**src/rtl/core/ssnt_pkg.sv**
```systemverilog
package ssnt_pkg;

  localparam int Capacity = 32;
  localparam int KeyBits = 32;
  localparam int IdxW = $clog2(Capacity);
  localparam int CntW = $clog2(Capacity + 1);
  localparam int ScoreW = 17;
  localparam int OpW = 3;
  localparam int KeyPortW = 32;
  localparam int CountW = 6;
  localparam int StatusW = 2;

  localparam logic [OpW-1:0] OP_UPSERT = 3'd0;
  localparam logic [OpW-1:0] OP_REMOVE = 3'd1;
  localparam logic [OpW-1:0] OP_SUFFIX = 3'd2;
  localparam logic [OpW-1:0] OP_HEAVY = 3'd3;
  localparam logic [OpW-1:0] OP_LOOKUP = 3'd4;

  localparam logic [StatusW-1:0] ST_OK = 2'd0;
  localparam logic [StatusW-1:0] ST_FULL = 2'd1;
  localparam logic [StatusW-1:0] ST_ABSENT = 2'd2;

  typedef enum logic [3:0] {
    S_IDLE,
    S_FIND,
    S_DELSHIFT,
    S_INSFIND,
    S_INSSHIFT,
    S_INSWRITE,
    S_SUFFIND,
    S_SUFEMIT,
    S_HEAVYRD,
    S_HEAVYCMP,
    S_DONE
  } state_t;

  typedef struct packed {
    logic load;       // capture command fields, clear scan pointer
    logic scan_rst;   // pointer back to zero
    logic scan_inc;   // pointer up one
    logic scan_dec;   // pointer down one
    logic set_ptr_top;// pointer to count
    logic ins_mark;   // remember pointer as insert position
    logic shift_down; // copy entry ptr+1 to ptr
    logic shift_up;   // copy entry ptr-1 to ptr
    logic write_new;  // write new pair at ptr
    logic cnt_inc;
    logic cnt_dec;
    logic heavy_rd;   // point at heavy index
    logic emit;
    logic [StatusW-1:0] emit_status;
    logic emit_entry;
    logic emit_score;
    logic emit_heavy;
    logic emit_empty;
    logic emit_last;
  } cmd_t;

  typedef struct packed {
    logic [OpW-1:0] op;
    logic at_end;     // ptr >= count
    logic key_hit;    // entry at ptr has the command key
    logic score_lt;   // entry score below command score
    logic thr_lt;     // entry score below threshold
    logic full;
    logic ptr_zero;
    logic ptr_last;   // ptr + 1 == count
    logic at_ins;     // ptr at the insert position
    logic heavy_ok;   // heavy index in range
  } stat_t;

endpackage

```
**src/rtl/core/ssnt_ram.sv**
```systemverilog
module ssnt_ram #(
  parameter int Width = 8,
  parameter int Depth = 32
) (
  input  logic                     clk,
  input  logic                     we,
  input  logic [$clog2(Depth)-1:0] waddr,
  input  logic [Width-1:0]         wdata,
  input  logic [$clog2(Depth)-1:0] raddr,
  output logic [Width-1:0]         rdata
);

  logic [Width-1:0] mem [Depth];

  // write port and registered read port
  always_ff @(posedge clk) begin
    if (we) begin
      mem[waddr] <= wdata;
    end
    rdata <= mem[raddr];
  end

endmodule

```
**src/rtl/core/ssnt_datapath.sv**
```systemverilog
module ssnt_datapath (
  input  logic                           clk,
  input  logic                           rst,
  input  ssnt_pkg::cmd_t                 cmd,
  output ssnt_pkg::stat_t                stat,
  input  logic [ssnt_pkg::OpW-1:0]       opcode,
  input  logic [ssnt_pkg::KeyPortW-1:0]  key,
  input  logic [ssnt_pkg::ScoreW-1:0]    score,
  input  logic [ssnt_pkg::ScoreW-1:0]    threshold,
  output logic [ssnt_pkg::KeyPortW-1:0]  out_key,
  output logic [ssnt_pkg::ScoreW-1:0]    out_score,
  output logic [ssnt_pkg::StatusW-1:0]   status,
  output logic                           heavy,
  output logic [ssnt_pkg::CountW-1:0]    count,
  output logic                           empty_run,
  output logic                           last,
  output logic                           valid
);

  localparam int IW = ssnt_pkg::IdxW;
  localparam int CW = ssnt_pkg::CntW;
  localparam int KW = ssnt_pkg::KeyBits;
  localparam int SW = ssnt_pkg::ScoreW;
  localparam int PW = SW + CW;

  logic [ssnt_pkg::OpW-1:0] op;
  logic [KW-1:0] ckey;
  logic [SW-1:0] cscore, cthr;
  logic [CW-1:0] cnt;
  logic [CW-1:0] cnt_next;
  logic [CW-1:0] ptr;
  logic [CW-1:0] ins_pos;
  logic [PW-1:0] hprod;
  logic [CW:0]   hidx;
  logic          hok;

  // ram ports
  logic          we;
  logic [IW-1:0] waddr, raddr;
  logic [KW-1:0] wkey, rkey;
  logic [SW-1:0] wscore, rscore;
  logic [CW-1:0] ptr_next;

  // table count after this cycle
  always_comb begin
    cnt_next = cnt;
    if (cmd.cnt_inc) cnt_next = cnt + CW'(1);
    else if (cmd.cnt_dec) cnt_next = cnt - CW'(1);
  end

  // hold command fields and table count
  always_ff @(posedge clk) begin
    if (rst) begin
      cnt <= '0;
    end else begin
      cnt <= cnt_next;
    end
    if (cmd.load) begin
      op     <= opcode;
      ckey   <= key[KW-1:0];
      cscore <= score;
      cthr   <= threshold;
      hprod  <= PW'(threshold) * PW'(cnt);
    end
  end

  // ceil of threshold*count/65536, registered
  always_ff @(posedge clk) begin
    hidx <= (CW+1)'((hprod + PW'(16'hFFFF)) >> 16);
  end
  assign hok = (cnt != '0) && (hidx != '0) && ((hidx - (CW+1)'(1)) < (CW+1)'(cnt));

  // advance scan pointer
  always_comb begin
    ptr_next = ptr;
    priority if (cmd.load || cmd.scan_rst) ptr_next = '0;
    else if (cmd.set_ptr_top) ptr_next = cnt;
    else if (cmd.heavy_rd) ptr_next = CW'(hidx - (CW+1)'(1));
    else if (cmd.scan_inc) ptr_next = ptr + CW'(1);
    else if (cmd.scan_dec) ptr_next = ptr - CW'(1);
    else ptr_next = ptr;
  end

  always_ff @(posedge clk) begin
    if (rst) ptr <= '0;
    else     ptr <= ptr_next;
  end

  // hold insert position for the upward shift
  always_ff @(posedge clk) begin
    if (rst) ins_pos <= '0;
    else if (cmd.ins_mark) ins_pos <= ptr;
  end

  // read lookahead: shifts read the neighbor of the next pointer
  always_comb begin
    raddr = ptr_next[IW-1:0];
    if (cmd.shift_down) raddr = IW'(ptr_next + CW'(1));
    else if (cmd.scan_dec && cmd.shift_up) raddr = IW'(ptr - CW'(2));
    else if (cmd.set_ptr_top) raddr = IW'(cnt - CW'(1));
  end

  // write path
  always_comb begin
    we     = cmd.shift_down || cmd.shift_up || cmd.write_new;
    waddr  = ptr[IW-1:0];
    wkey   = rkey;
    wscore = rscore;
    if (cmd.write_new) begin
      wkey   = ckey;
      wscore = cscore;
    end
  end

  ssnt_ram #(.Width(KW), .Depth(ssnt_pkg::Capacity)) u_keys (
    .clk(clk), .we(we), .waddr(waddr), .wdata(wkey), .raddr(raddr), .rdata(rkey)
  );
  ssnt_ram #(.Width(SW), .Depth(ssnt_pkg::Capacity)) u_scores (
    .clk(clk), .we(we), .waddr(waddr), .wdata(wscore), .raddr(raddr), .rdata(rscore)
  );

  // status back to the controller
  always_comb begin
    stat.op       = op;
    stat.at_end   = ptr >= cnt;
    stat.key_hit  = rkey == ckey;
    stat.score_lt = rscore < cscore;
    stat.thr_lt   = rscore < cthr;
    stat.full     = cnt >= CW'(ssnt_pkg::Capacity);
    stat.ptr_zero = ptr == '0;
    stat.ptr_last = (ptr + CW'(1)) == cnt;
    stat.at_ins   = ptr == ins_pos;
    stat.heavy_ok = hok;
  end

  // result register
  always_ff @(posedge clk) begin
    if (rst) begin
      valid <= 1'b0;
    end else begin
      valid <= cmd.emit;
    end
    if (cmd.emit) begin
      out_key   <= cmd.emit_entry ? ssnt_pkg::KeyPortW'(rkey) : '0;
      out_score <= (cmd.emit_entry || cmd.emit_score) ? rscore : '0;
      status    <= cmd.emit_status;
      heavy     <= cmd.emit_heavy;
      empty_run <= cmd.emit_empty;
      last      <= cmd.emit_last;
      count     <= ssnt_pkg::CountW'(cnt_next);
    end
  end

endmodule

```
**src/rtl/core/ssnt_ctrl.sv**
```systemverilog
module ssnt_ctrl (
  input  logic            clk,
  input  logic            rst,
  input  logic            start,
  output logic            busy,
  input  ssnt_pkg::stat_t stat,
  output ssnt_pkg::cmd_t  cmd
);

  ssnt_pkg::state_t state, state_next;

  always_ff @(posedge clk) begin
    if (rst) state <= ssnt_pkg::S_IDLE;
    else     state <= state_next;
  end

  // next state; the read data of the pointer is valid in every scan state
  always_comb begin
    state_next = state;
    unique case (state)
      ssnt_pkg::S_IDLE: if (start) state_next = ssnt_pkg::S_DONE;
      ssnt_pkg::S_DONE: begin
        unique case (stat.op)
          ssnt_pkg::OP_UPSERT, ssnt_pkg::OP_REMOVE, ssnt_pkg::OP_LOOKUP:
            state_next = ssnt_pkg::S_FIND;
          ssnt_pkg::OP_SUFFIX: state_next = ssnt_pkg::S_SUFFIND;
          ssnt_pkg::OP_HEAVY:  state_next = ssnt_pkg::S_HEAVYRD;
          default:             state_next = ssnt_pkg::S_IDLE;
        endcase
      end
      ssnt_pkg::S_FIND: begin
        priority if (stat.at_end) begin
          if (stat.op == ssnt_pkg::OP_UPSERT && !stat.full) state_next = ssnt_pkg::S_INSFIND;
          else state_next = ssnt_pkg::S_IDLE;
        end else if (stat.key_hit) begin
          if (stat.op == ssnt_pkg::OP_LOOKUP) state_next = ssnt_pkg::S_IDLE;
          else if (stat.ptr_last) begin
            if (stat.op == ssnt_pkg::OP_UPSERT) state_next = ssnt_pkg::S_INSFIND;
            else state_next = ssnt_pkg::S_IDLE;
          end else state_next = ssnt_pkg::S_DELSHIFT;
        end else begin
          state_next = ssnt_pkg::S_FIND;
        end
      end
      ssnt_pkg::S_DELSHIFT: begin
        if (stat.ptr_last) begin
          if (stat.op == ssnt_pkg::OP_UPSERT) state_next = ssnt_pkg::S_INSFIND;
          else state_next = ssnt_pkg::S_IDLE;
        end
      end
      ssnt_pkg::S_INSFIND: begin
        if (stat.at_end || !stat.score_lt) state_next = ssnt_pkg::S_INSSHIFT;
      end
      ssnt_pkg::S_INSSHIFT: if (stat.at_ins) state_next = ssnt_pkg::S_INSWRITE;
      ssnt_pkg::S_INSWRITE: state_next = ssnt_pkg::S_IDLE;
      ssnt_pkg::S_SUFFIND: begin
        priority if (stat.at_end) state_next = ssnt_pkg::S_IDLE;
        else if (!stat.thr_lt) state_next = ssnt_pkg::S_SUFEMIT;
        else state_next = ssnt_pkg::S_SUFFIND;
      end
      ssnt_pkg::S_SUFEMIT: if (stat.ptr_last) state_next = ssnt_pkg::S_IDLE;
      ssnt_pkg::S_HEAVYRD: state_next = ssnt_pkg::S_HEAVYCMP;
      ssnt_pkg::S_HEAVYCMP: state_next = ssnt_pkg::S_IDLE;
      default: state_next = ssnt_pkg::S_IDLE;
    endcase
  end

  // outputs
  always_comb begin
    cmd = '0;
    busy = state != ssnt_pkg::S_IDLE;
    unique case (state)
      ssnt_pkg::S_IDLE: cmd.load = start;
      ssnt_pkg::S_DONE: begin
        cmd.scan_rst = 1'b1;
        // unknown opcode: one plain beat, table unchanged
        unique case (stat.op)
          ssnt_pkg::OP_UPSERT, ssnt_pkg::OP_REMOVE, ssnt_pkg::OP_LOOKUP,
          ssnt_pkg::OP_SUFFIX, ssnt_pkg::OP_HEAVY: ;
          default: begin
            cmd.emit = 1'b1;
            cmd.emit_last = 1'b1;
            cmd.emit_status = ssnt_pkg::ST_OK;
          end
        endcase
      end
      ssnt_pkg::S_FIND: begin
        priority if (stat.at_end) begin
          if (stat.op == ssnt_pkg::OP_UPSERT && !stat.full) begin
            cmd.scan_rst = 1'b1;
          end else begin
            cmd.emit = 1'b1;
            cmd.emit_last = 1'b1;
            cmd.emit_status = (stat.op == ssnt_pkg::OP_UPSERT) ? ssnt_pkg::ST_FULL
                                                              : ssnt_pkg::ST_ABSENT;
          end
        end else if (stat.key_hit) begin
          if (stat.op == ssnt_pkg::OP_LOOKUP) begin
            cmd.emit = 1'b1;
            cmd.emit_last = 1'b1;
            cmd.emit_score = 1'b1;
            cmd.emit_status = ssnt_pkg::ST_OK;
          end else if (stat.ptr_last) begin
            cmd.cnt_dec = 1'b1;
            cmd.scan_rst = stat.op == ssnt_pkg::OP_UPSERT;
            cmd.emit = stat.op != ssnt_pkg::OP_UPSERT;
            cmd.emit_last = 1'b1;
          end else begin
            cmd.shift_down = 1'b1;
            cmd.scan_inc = 1'b0;
          end
        end else begin
          cmd.scan_inc = 1'b1;
        end
      end
      ssnt_pkg::S_DELSHIFT: begin
        if (stat.ptr_last) begin
          cmd.cnt_dec = 1'b1;
          cmd.scan_rst = 1'b1;
          cmd.emit = stat.op != ssnt_pkg::OP_UPSERT;
          cmd.emit_last = 1'b1;
        end else begin
          cmd.shift_down = 1'b1;
          cmd.scan_inc = 1'b1;
        end
      end
      ssnt_pkg::S_INSFIND: begin
        if (stat.at_end || !stat.score_lt) begin
          cmd.ins_mark = 1'b1;
          cmd.set_ptr_top = 1'b1;
        end else begin
          cmd.scan_inc = 1'b1;
        end
      end
      // move the tail up one slot until the insert position is reached
      ssnt_pkg::S_INSSHIFT: begin
        if (!stat.at_ins) begin
          cmd.shift_up = 1'b1;
          cmd.scan_dec = 1'b1;
        end
      end
      ssnt_pkg::S_INSWRITE: begin
        cmd.write_new = 1'b1;
        cmd.cnt_inc = 1'b1;
        cmd.emit = 1'b1;
        cmd.emit_last = 1'b1;
      end
      ssnt_pkg::S_SUFFIND: begin
        priority if (stat.at_end) begin
          cmd.emit = 1'b1;
          cmd.emit_empty = 1'b1;
          cmd.emit_last = 1'b1;
        end else if (stat.thr_lt) begin
          cmd.scan_inc = 1'b1;
        end else begin
          cmd.scan_inc = 1'b0;
        end
      end
      ssnt_pkg::S_SUFEMIT: begin
        cmd.emit = 1'b1;
        cmd.emit_entry = 1'b1;
        cmd.emit_last = stat.ptr_last;
        cmd.scan_inc = 1'b1;
      end
      ssnt_pkg::S_HEAVYRD: cmd.heavy_rd = 1'b1;
      ssnt_pkg::S_HEAVYCMP: begin
        cmd.emit = 1'b1;
        cmd.emit_last = 1'b1;
        cmd.emit_heavy = stat.heavy_ok && stat.thr_lt;
      end
      default: ;
    endcase
  end

endmodule

```
**src/rtl/core/sorted_score_neighbor_table_top.sv**
```systemverilog
// Channel  | Ports                                            | Beat marked by
// command  | opcode, key, score, threshold                    | start & !busy
// result   | out_key, out_score, status, heavy, count,        | result_valid
//          | empty_run, last                                  |
// Remove, lookup and suffix query scan the table once. A heavy test reads the
// entry at the heavy index, then compares it; an unknown opcode gives one plain beat.
// An upsert scans for the key, then for the insert point, and shifts the tail up.
// Each result beat is registered and appears in the cycle after the one that produced it.
// rst is synchronous; the table comes up empty.
// Results cannot be stalled; busy holds new commands off until done.
module sorted_score_neighbor_table_top (
  input  logic                           clk,
  input  logic                           rst,
  input  logic                           start,
  output logic                           busy,
  input  logic [ssnt_pkg::OpW-1:0]       opcode,
  input  logic [ssnt_pkg::KeyPortW-1:0]  key,
  input  logic [ssnt_pkg::ScoreW-1:0]    score,
  input  logic [ssnt_pkg::ScoreW-1:0]    threshold,
  output logic                           result_valid,
  output logic [ssnt_pkg::KeyPortW-1:0]  out_key,
  output logic [ssnt_pkg::ScoreW-1:0]    out_score,
  output logic [ssnt_pkg::StatusW-1:0]   status,
  output logic                           heavy,
  output logic [ssnt_pkg::CountW-1:0]    count,
  output logic                           empty_run,
  output logic                           last
);

  ssnt_pkg::cmd_t  cmd;
  ssnt_pkg::stat_t stat;

  ssnt_ctrl u_ctrl (
    .clk(clk), .rst(rst), .start(start), .busy(busy), .stat(stat), .cmd(cmd)
  );

  ssnt_datapath u_dp (
    .clk(clk), .rst(rst), .cmd(cmd), .stat(stat),
    .opcode(opcode), .key(key), .score(score), .threshold(threshold),
    .out_key(out_key), .out_score(out_score), .status(status), .heavy(heavy),
    .count(count), .empty_run(empty_run), .last(last), .valid(result_valid)
  );

  // a command is never taken while one is in flight
  assert property (@(posedge clk) disable iff (rst) (start && !busy) |=> busy)
    else $error("busy not raised after command");
  // count never exceeds capacity
  assert property (@(posedge clk) disable iff (rst)
    result_valid |-> (count <= ssnt_pkg::CountW'(ssnt_pkg::Capacity)))
    else $error("count beyond capacity");
  // an empty run result is always the last
  assert property (@(posedge clk) disable iff (rst)
    (result_valid && empty_run) |-> last)
    else $error("empty run not last");

endmodule

```
**config.mk**
```make
export PLATFORM = sky130hd
export DESIGN_NAME = sorted_score_neighbor_table_top
export DESIGN_NICKNAME = d
export VERILOG_FILES = /design/src/rtl/core/ssnt_pkg.sv /design/src/rtl/core/ssnt_ram.sv /design/src/rtl/core/ssnt_datapath.sv /design/src/rtl/core/ssnt_ctrl.sv /design/src/rtl/core/sorted_score_neighbor_table_top.sv
export SDC_FILE = /design/constraint.sdc
export NUM_CORES = 2
export LEC_CHECK = 0
export BUFFER_PORTS_ARGS = -buffer_cell sky130_fd_sc_hd__buf_2
export CAP_MARGIN = 10
export CORE_MARGIN = 2
export CORE_UTILIZATION = 25
export CTS_BUF_LIST = sky130_fd_sc_hd__clkbuf_8
export DETAILED_ROUTE_END_ITERATION = 8
export PLACE_DENSITY = 0.4
export SYNTH_ARGS = -nofsm -noshare
export SYNTH_HDL_FRONTEND = slang
export SYNTH_SLANG_ARGS = --single-unit
```
**constraint.sdc**
```tcl
create_clock -name clk -period 6.58 [get_ports clk]
set_clock_uncertainty 0.05 [all_clocks]
set_input_delay 1.645 -clock clk [delete_from_list [all_inputs] [get_ports clk]]
set_output_delay 1.645 -clock clk [all_outputs]
set_load 0.02 [all_outputs]
```
# == Yosys cells after proc, flatten, opt, wreduce, memory -nomap -nowiden ==
# Memories as Yosys holds them, arrays and structs flattened. A register that Yosys moved wholly into a read port is not among the register bits.
# Cells that the tools add are included.
# totals
regBits,182
latchBits,0
ramBits,1568
romBits,0
word_cells,158
n_memories,2
# memory_table
name,words,word_bits,rd,rd_ports_with_merged_regs,wr,line,source
u_dp.u_keys.mem,32,32,1,1,1,ssnt_ram.sv:13,logic [Width-1:0] mem [Depth];
u_dp.u_scores.mem,32,17,1,1,1,ssnt_ram.sv:13,
# op_classes
add_sub_neg,8
n_mul,1
div_mod_pow,0
magnitude_cmp,5
n_eq_ne,22
shifts,0
mux,80
bitwise_logic,0
n_reduce_logical,22
# ops
operator,count
2-to-1 mux 6 bit,7
2-to-1 mux 4 bit,10
2-to-1 mux 1 bit,37
one-hot mux 4 bit (9 select lines),1
less-than comparator 17 bit,2
== test 32 bit,1
2-to-1 mux 32 bit,1
"adder 23 x 16 -> 23 bit, second input constant",1
multiplier 17 x 6 -> 23 bit,1
2-to-1 mux 17 bit,1
"== test 4 x 3 -> 1 bit, second input constant",4
2-to-1 mux 2 bit,8
2-to-1 mux 5 bit,3
"adder 6 x 1 -> 6 bit, second input constant",2
"== test 4 bit, second input constant",3
== test 6 bit,2
2-to-1 mux 3 bit,4
one-hot mux 4 bit (3 select lines),1
"subtractor 6 x 1 -> 6 bit, second input constant",2
one-hot mux 1 bit (5 select lines),2
"== test 4 x 2 -> 1 bit, second input constant",2
less-than comparator 7 x 6 -> 1 bit,1
nonzero test 7 bit,1
"subtractor 7 x 1 -> 7 bit, second input constant",1
26 further kinds,40

# == Longest topological paths before layout ==
# depth
word_depth,14
mapped_depth,25
mapped_depth_nobuf,22

# == Cells and area by module ==
# From an unflattened synthesis, not the netlist that was laid out.
# unflattened
cells_unflattened,4658
hier_area_um2,75110.8
# by_module_without_submodules
module,n_inst,cells_each,area_each_um2,seq_area_each_um2
ssnt_ram at u_dp.u_keys,1,2260,40492.6,31390.1
ssnt_ram at u_dp.u_scores,1,1212,21737.1,16676.0
ssnt_datapath,1,1066,12072.8,5084.9
ssnt_ctrl,1,120,808.3,80.1

# == Least setup slack after synthesis ==
# OpenSTA, ideal clock, no wires.
# synth_path
kind,in2reg
from,input port start
to,register u_dp.u_keys.rdata[27] (read register of u_dp.u_keys.mem)
setup_time_ns,0.078
t_arrival_ns,6.473
required_time_ns,6.452
slack_ns,-0.021
cell_stages,18
n_path_buf,3
cell_sequence,and3_1 > a31oi_1 > o221ai_1 > a31oi_2 > o211ai_1 > o31ai_2 > ha_1 > o22ai_1 > nand4b_1 > o22ai_1 > buf_4 > buf_4 > clkbuf_1 > nand2_1 > a311oi_1 > a31oi_1 > a22o_1 > nor3_1
# synth_between
elab_chain_cells,6
word_cells_on_any_way,7
cone_classes,add/sub (1); mux (5); reduce/logical (1)
# synth_lines
element,line,source
"start, declared",sorted_score_neighbor_table_top.sv:14,"input logic start,"
2-to-1 mux 1 bit (*),ssnt_ctrl.sv:72,unique case (state)
logical OR 1 bit (*),ssnt_datapath.sv:76,priority if (cmd.load || cmd.scan_rst) ptr_next = '0;
2-to-1 mux 6 bit (*),ssnt_datapath.sv:76,
named net u_dp.ptr_next[0],ssnt_datapath.sv:42,logic [CW-1:0] ptr_next;
"parallel branches: the longest is 2 deep, another holds adder 5 x 1 -> 5 bit",-,
2-to-1 mux 5 bit (*),ssnt_datapath.sv:98,if (cmd.shift_down) raddr = IW'(ptr_next + CW'(1));
"end, declared",ssnt_ram.sv:10,output logic [Width-1:0] rdata
# Mark *: on every way through the listed nets, which the timed path passes.
# A chain may end at the register's enable or synchronous reset.

# == Worst setup path after layout ==
# layout_path
from,register u_dp.ptr[0]
to,register u_dp.u_keys.rdata[28] (read register of u_dp.u_keys.mem)
# layout_between
elab_chain_cells,12
word_cells_on_any_way,36
cone_classes,add/sub (4); order compare (1); eq/ne (2); mux (27); reduce/logical (2)
# layout_lines
element,line,source
"start, declared",ssnt_datapath.sv:31,logic [CW-1:0] ptr;
"start signal, assigned",ssnt_datapath.sv:86,else ptr <= ptr_next;
adder 6 x 1 -> 6 bit,"ssnt_datapath.sv:79, ssnt_datapath.sv:131",
== test 6 bit,ssnt_datapath.sv:131,stat.ptr_last = (ptr + CW'(1)) == cnt;
2-to-1 mux 1 bit,ssnt_ctrl.sv:103,end else if (stat.ptr_last) begin
2-to-1 mux 2 bit,ssnt_ctrl.sv:98,if (stat.op == ssnt_pkg::OP_LOOKUP) begin
2-to-1 mux 1 bit,ssnt_ctrl.sv:97,end else if (stat.key_hit) begin
2-to-1 mux 1 bit,ssnt_ctrl.sv:88,priority if (stat.at_end) begin
one-hot mux 1 bit (3 select lines),ssnt_ctrl.sv:72,
logical OR 1 bit,ssnt_datapath.sv:76,
2-to-1 mux 6 bit (*),ssnt_datapath.sv:76,
named net u_dp.ptr_next[1],ssnt_datapath.sv:42,
"parallel branches: the longest is 2 deep, another holds adder 5 x 1 -> 5 bit",-,
2-to-1 mux 5 bit (*),ssnt_datapath.sv:98,
# Marks and branches as above.

==> impl_metrics.yaml <==
timing:
  relSlewSlack_pct: 19.2
  period_share_pct: 94.1
  worst_slew_pin_slew_ns: 1.21
  fin_tns_setup_ns: 0
  finalHoldViolCount: 0
  setup-violations-final: 0
  max_freq_mhz: 162
  rsz0062_at_grt: "false"
  post-route-min-period_ns: 6.19
  drv_slew: 0
status:
  outcome: "completed"
synth:
  synth.area.top_cells: "edfxtp_1 69%, nand2_1 7.2%, mux2i_1 2.6%"
  synth_common_cells: "1720 x edfxtp_1, 1437 x nand2_1, 315 x nand3_1"
  synth.ff_latch_count: 1799
  yosysTopAreaCell: "edfxtp_1"
  ys.flop_type: "edfxtp_1"
  syn_area_per_cell_um2: 13.4
  synth_top_cell_area_share_pct: 69.4
  synth_edf_count: 1720
  synthCells: 5560
  syn_nets: 5781
  syn_area_um2: 74500
  yosysSeqAreaShare_pct: 71.5
  synth_most_common_cell: "edfxtp_1"
  ys_warn_count: 0
  synthArstFlopShare_pct: 0
  synth_cell_types: 86
placed_design:
  hpwl_um: 144000
  io_buffers: 133
  gp_congestion: 0.779
  place_area_um2: 82100
grt:
  grtUsageTotal_pct: 16.8
  overflow: 0
  antenna_found_initial: 9
  met3_usage_pct: 2.41
  grt_pass1_vias: 47200
  grt_max_degree: 84
  met1_usage_pct: 22.6
  grt_pass1_wl_um: 365000
  use_met2_pct: 28.3
  busiest_layer: "met2"
finish:
  multi_input_area_um2: 19800
  drive_gt1_share_pct: 14.3
  area_growth_pct: 18.2
  regArea_um2: 53200
  fill_cells: 30000
  num-nets-final: 6170
  final_cell_area_um2: 88000
floorplanning:
  io_pins: 134
  die_h_um: 550
  die-area_um2: 302000
  core_um2: 297000
  rows: 200
  start_util_pct: 25.1
  die_w_um: 550
setup_path:
  criticalPathCategory: "reg -> reg"
  worst_ep_required_time_ns: 7.33
  start_kind: "register"
  cp_max_fo: 16
  crit_path_end_kind: "register"
  arrival_ns: 6.94
detailed_routing:
  dr.pass1.iters: 7
  finalWirelength_um: 259000
  avgRoutedWirePerCell_um: 25.6
  vias_per_cell: 4.70
  first_iter_violations: 3838
  drtAntennaViolNets: 0
  drc: 0
  vias: 47600
clock_tree:
  cts_tree: "done"
  postCtsHoldBufs: 0
  cts_buffers: 315
  cts_max_level: 5
  post_cts_buffers: 0
  cts_resized: 0
  clock_latency_ns: 0.97
  clock_sinks: 1799
  clock_path_buffers: 4
  root_buffer: "clkbuf_8"
  path_clk_slew_ns: 0.06
hold_path:
  hold_class: "reg -> reg"
flow_run:
  cap_violations: 0
## flip-flops by register name, indices dropped and copies added, names as in the netlist, 7 cells and up
register             cells
u_dp.u_keys.mem       1024
u_dp.u_scores.mem      544
u_dp.ckey               32
u_dp.out_key            32
u_dp.u_keys.rdata       32
u_dp.hprod              23
u_dp.cscore             17
u_dp.cthr               17
u_dp.out_score          17
u_dp.u_scores.rdata     17
u_dp.hidx                7
## final timing paths
kind              slack, ns  cells past startpoint                       endpoint                    startpoint
setup reg to reg       0.39                     24  u_dp.u_keys.rdata[28]$_DFF_P_        u_dp.ptr[0]$_SDFF_PP0_
setup / recovery       0.39                     24  u_dp.u_keys.rdata[28]$_DFF_P_        u_dp.ptr[0]$_SDFF_PP0_
hold / removal         0.42                      2   u_dp.ins_pos[3]$_SDFFE_PP0P_  u_dp.ins_pos[3]$_SDFFE_PP0P_
hold reg to reg        0.42                      2   u_dp.ins_pos[3]$_SDFFE_PP0P_  u_dp.ins_pos[3]$_SDFFE_PP0P_
## kinds of logic (layout without fill, tap and decap cells)
| family | Yosys count | count (layout) | synth area share (%) |
|---|---|---|---|
| compound gates | 673 | 673 | 6.30 |
| xor+xnor | 88 | 88 | 1.05 |
| fa+ha+maj | 149 | 149 | 3.12 |
| buf+inv | 451 | 1085 | 2.54 |
| flops | 1799 | 1799 | 71.5 |
| mux | 196 | 196 | 2.64 |
| other cells | 0 | 8 | 0 |
| simple gates | 2204 | 2204 | 12.9 |
## metal layers
metal | up-vias | routed length (µm)
li1 | 21300 | -
met1 | 24600 | 116000
met2 | 1300 | 125000
met3 | 345 | 12800
met4 | 0 | 5010
met5 | - | 0
## worst max-delay path: stages (launching register included)
cell	delay, ns
dfxtp_1	0.56
inv_1	0.15
ha_1	0.36
nor3b_1	0.20
nor2_1	0.09
o22ai_1	0.13
buf_4	0.22
nand3_1	0.24
a221oi_4	0.54
a211oi_1	0.12
a211oi_2	0.35
o21ai_1	0.17
ha_1	0.30
o22ai_1	0.08
nand4b_1	0.34
o22ai_4	0.36
buf_12	0.23
buf_12	0.17
buf_4	0.19
nand2_1	0.06
and3_1	0.17
a311oi_1	0.23
a31oi_1	0.14
a22o_1	0.28
nor3_1	0.25
## metrics by stage
stage,setup WS [ns],utilization [%],cells,hold slack [ns]
after floorplan,0.628,-,5560,0.381
after global placement,0.0132,27.7,9561,0.402
after detailed placement,0.196,27.7,9561,0.408
after CTS,0.382,29.6,10100,0.417
after global routing,0.0362,29.7,10100,0.435
final,0.389,29.7,10100,0.417
## layout make-up
class	instances	share of cell area [%]
antenna	8	0.0227
multi-input combinational	3310	22.5
inverter	118	0.503
tap	3939	5.60
timing repair buffer	405	4.43
sequential	1799	60.5
clock inverter	225	1.23
clock buffer	337	5.27
## placed cells by master (no fill, tap or decap), drive strengths merged, types with 78 or more instances in the layout
master | synthesis | final
ha | 88 | 88
nand3 | 315 | 315
nor2 | 78 | 78
a21oi | 147 | 147
and3 | 103 | 103
buf | 147 | 405
a311oi | 150 | 150
clkinv | 1 | 86
o22ai | 102 | 102
a31oi | 104 | 104
edfxtp | 1720 | 1720
inv | 117 | 247
dfxtp | 79 | 79
mux2i | 194 | 194
nand2 | 1439 | 1439
clkbuf | 186 | 337
Power is left out: the tool's default activity adds up to more than one toggle a clock period on the data nets, which glitch-free logic cannot reach.
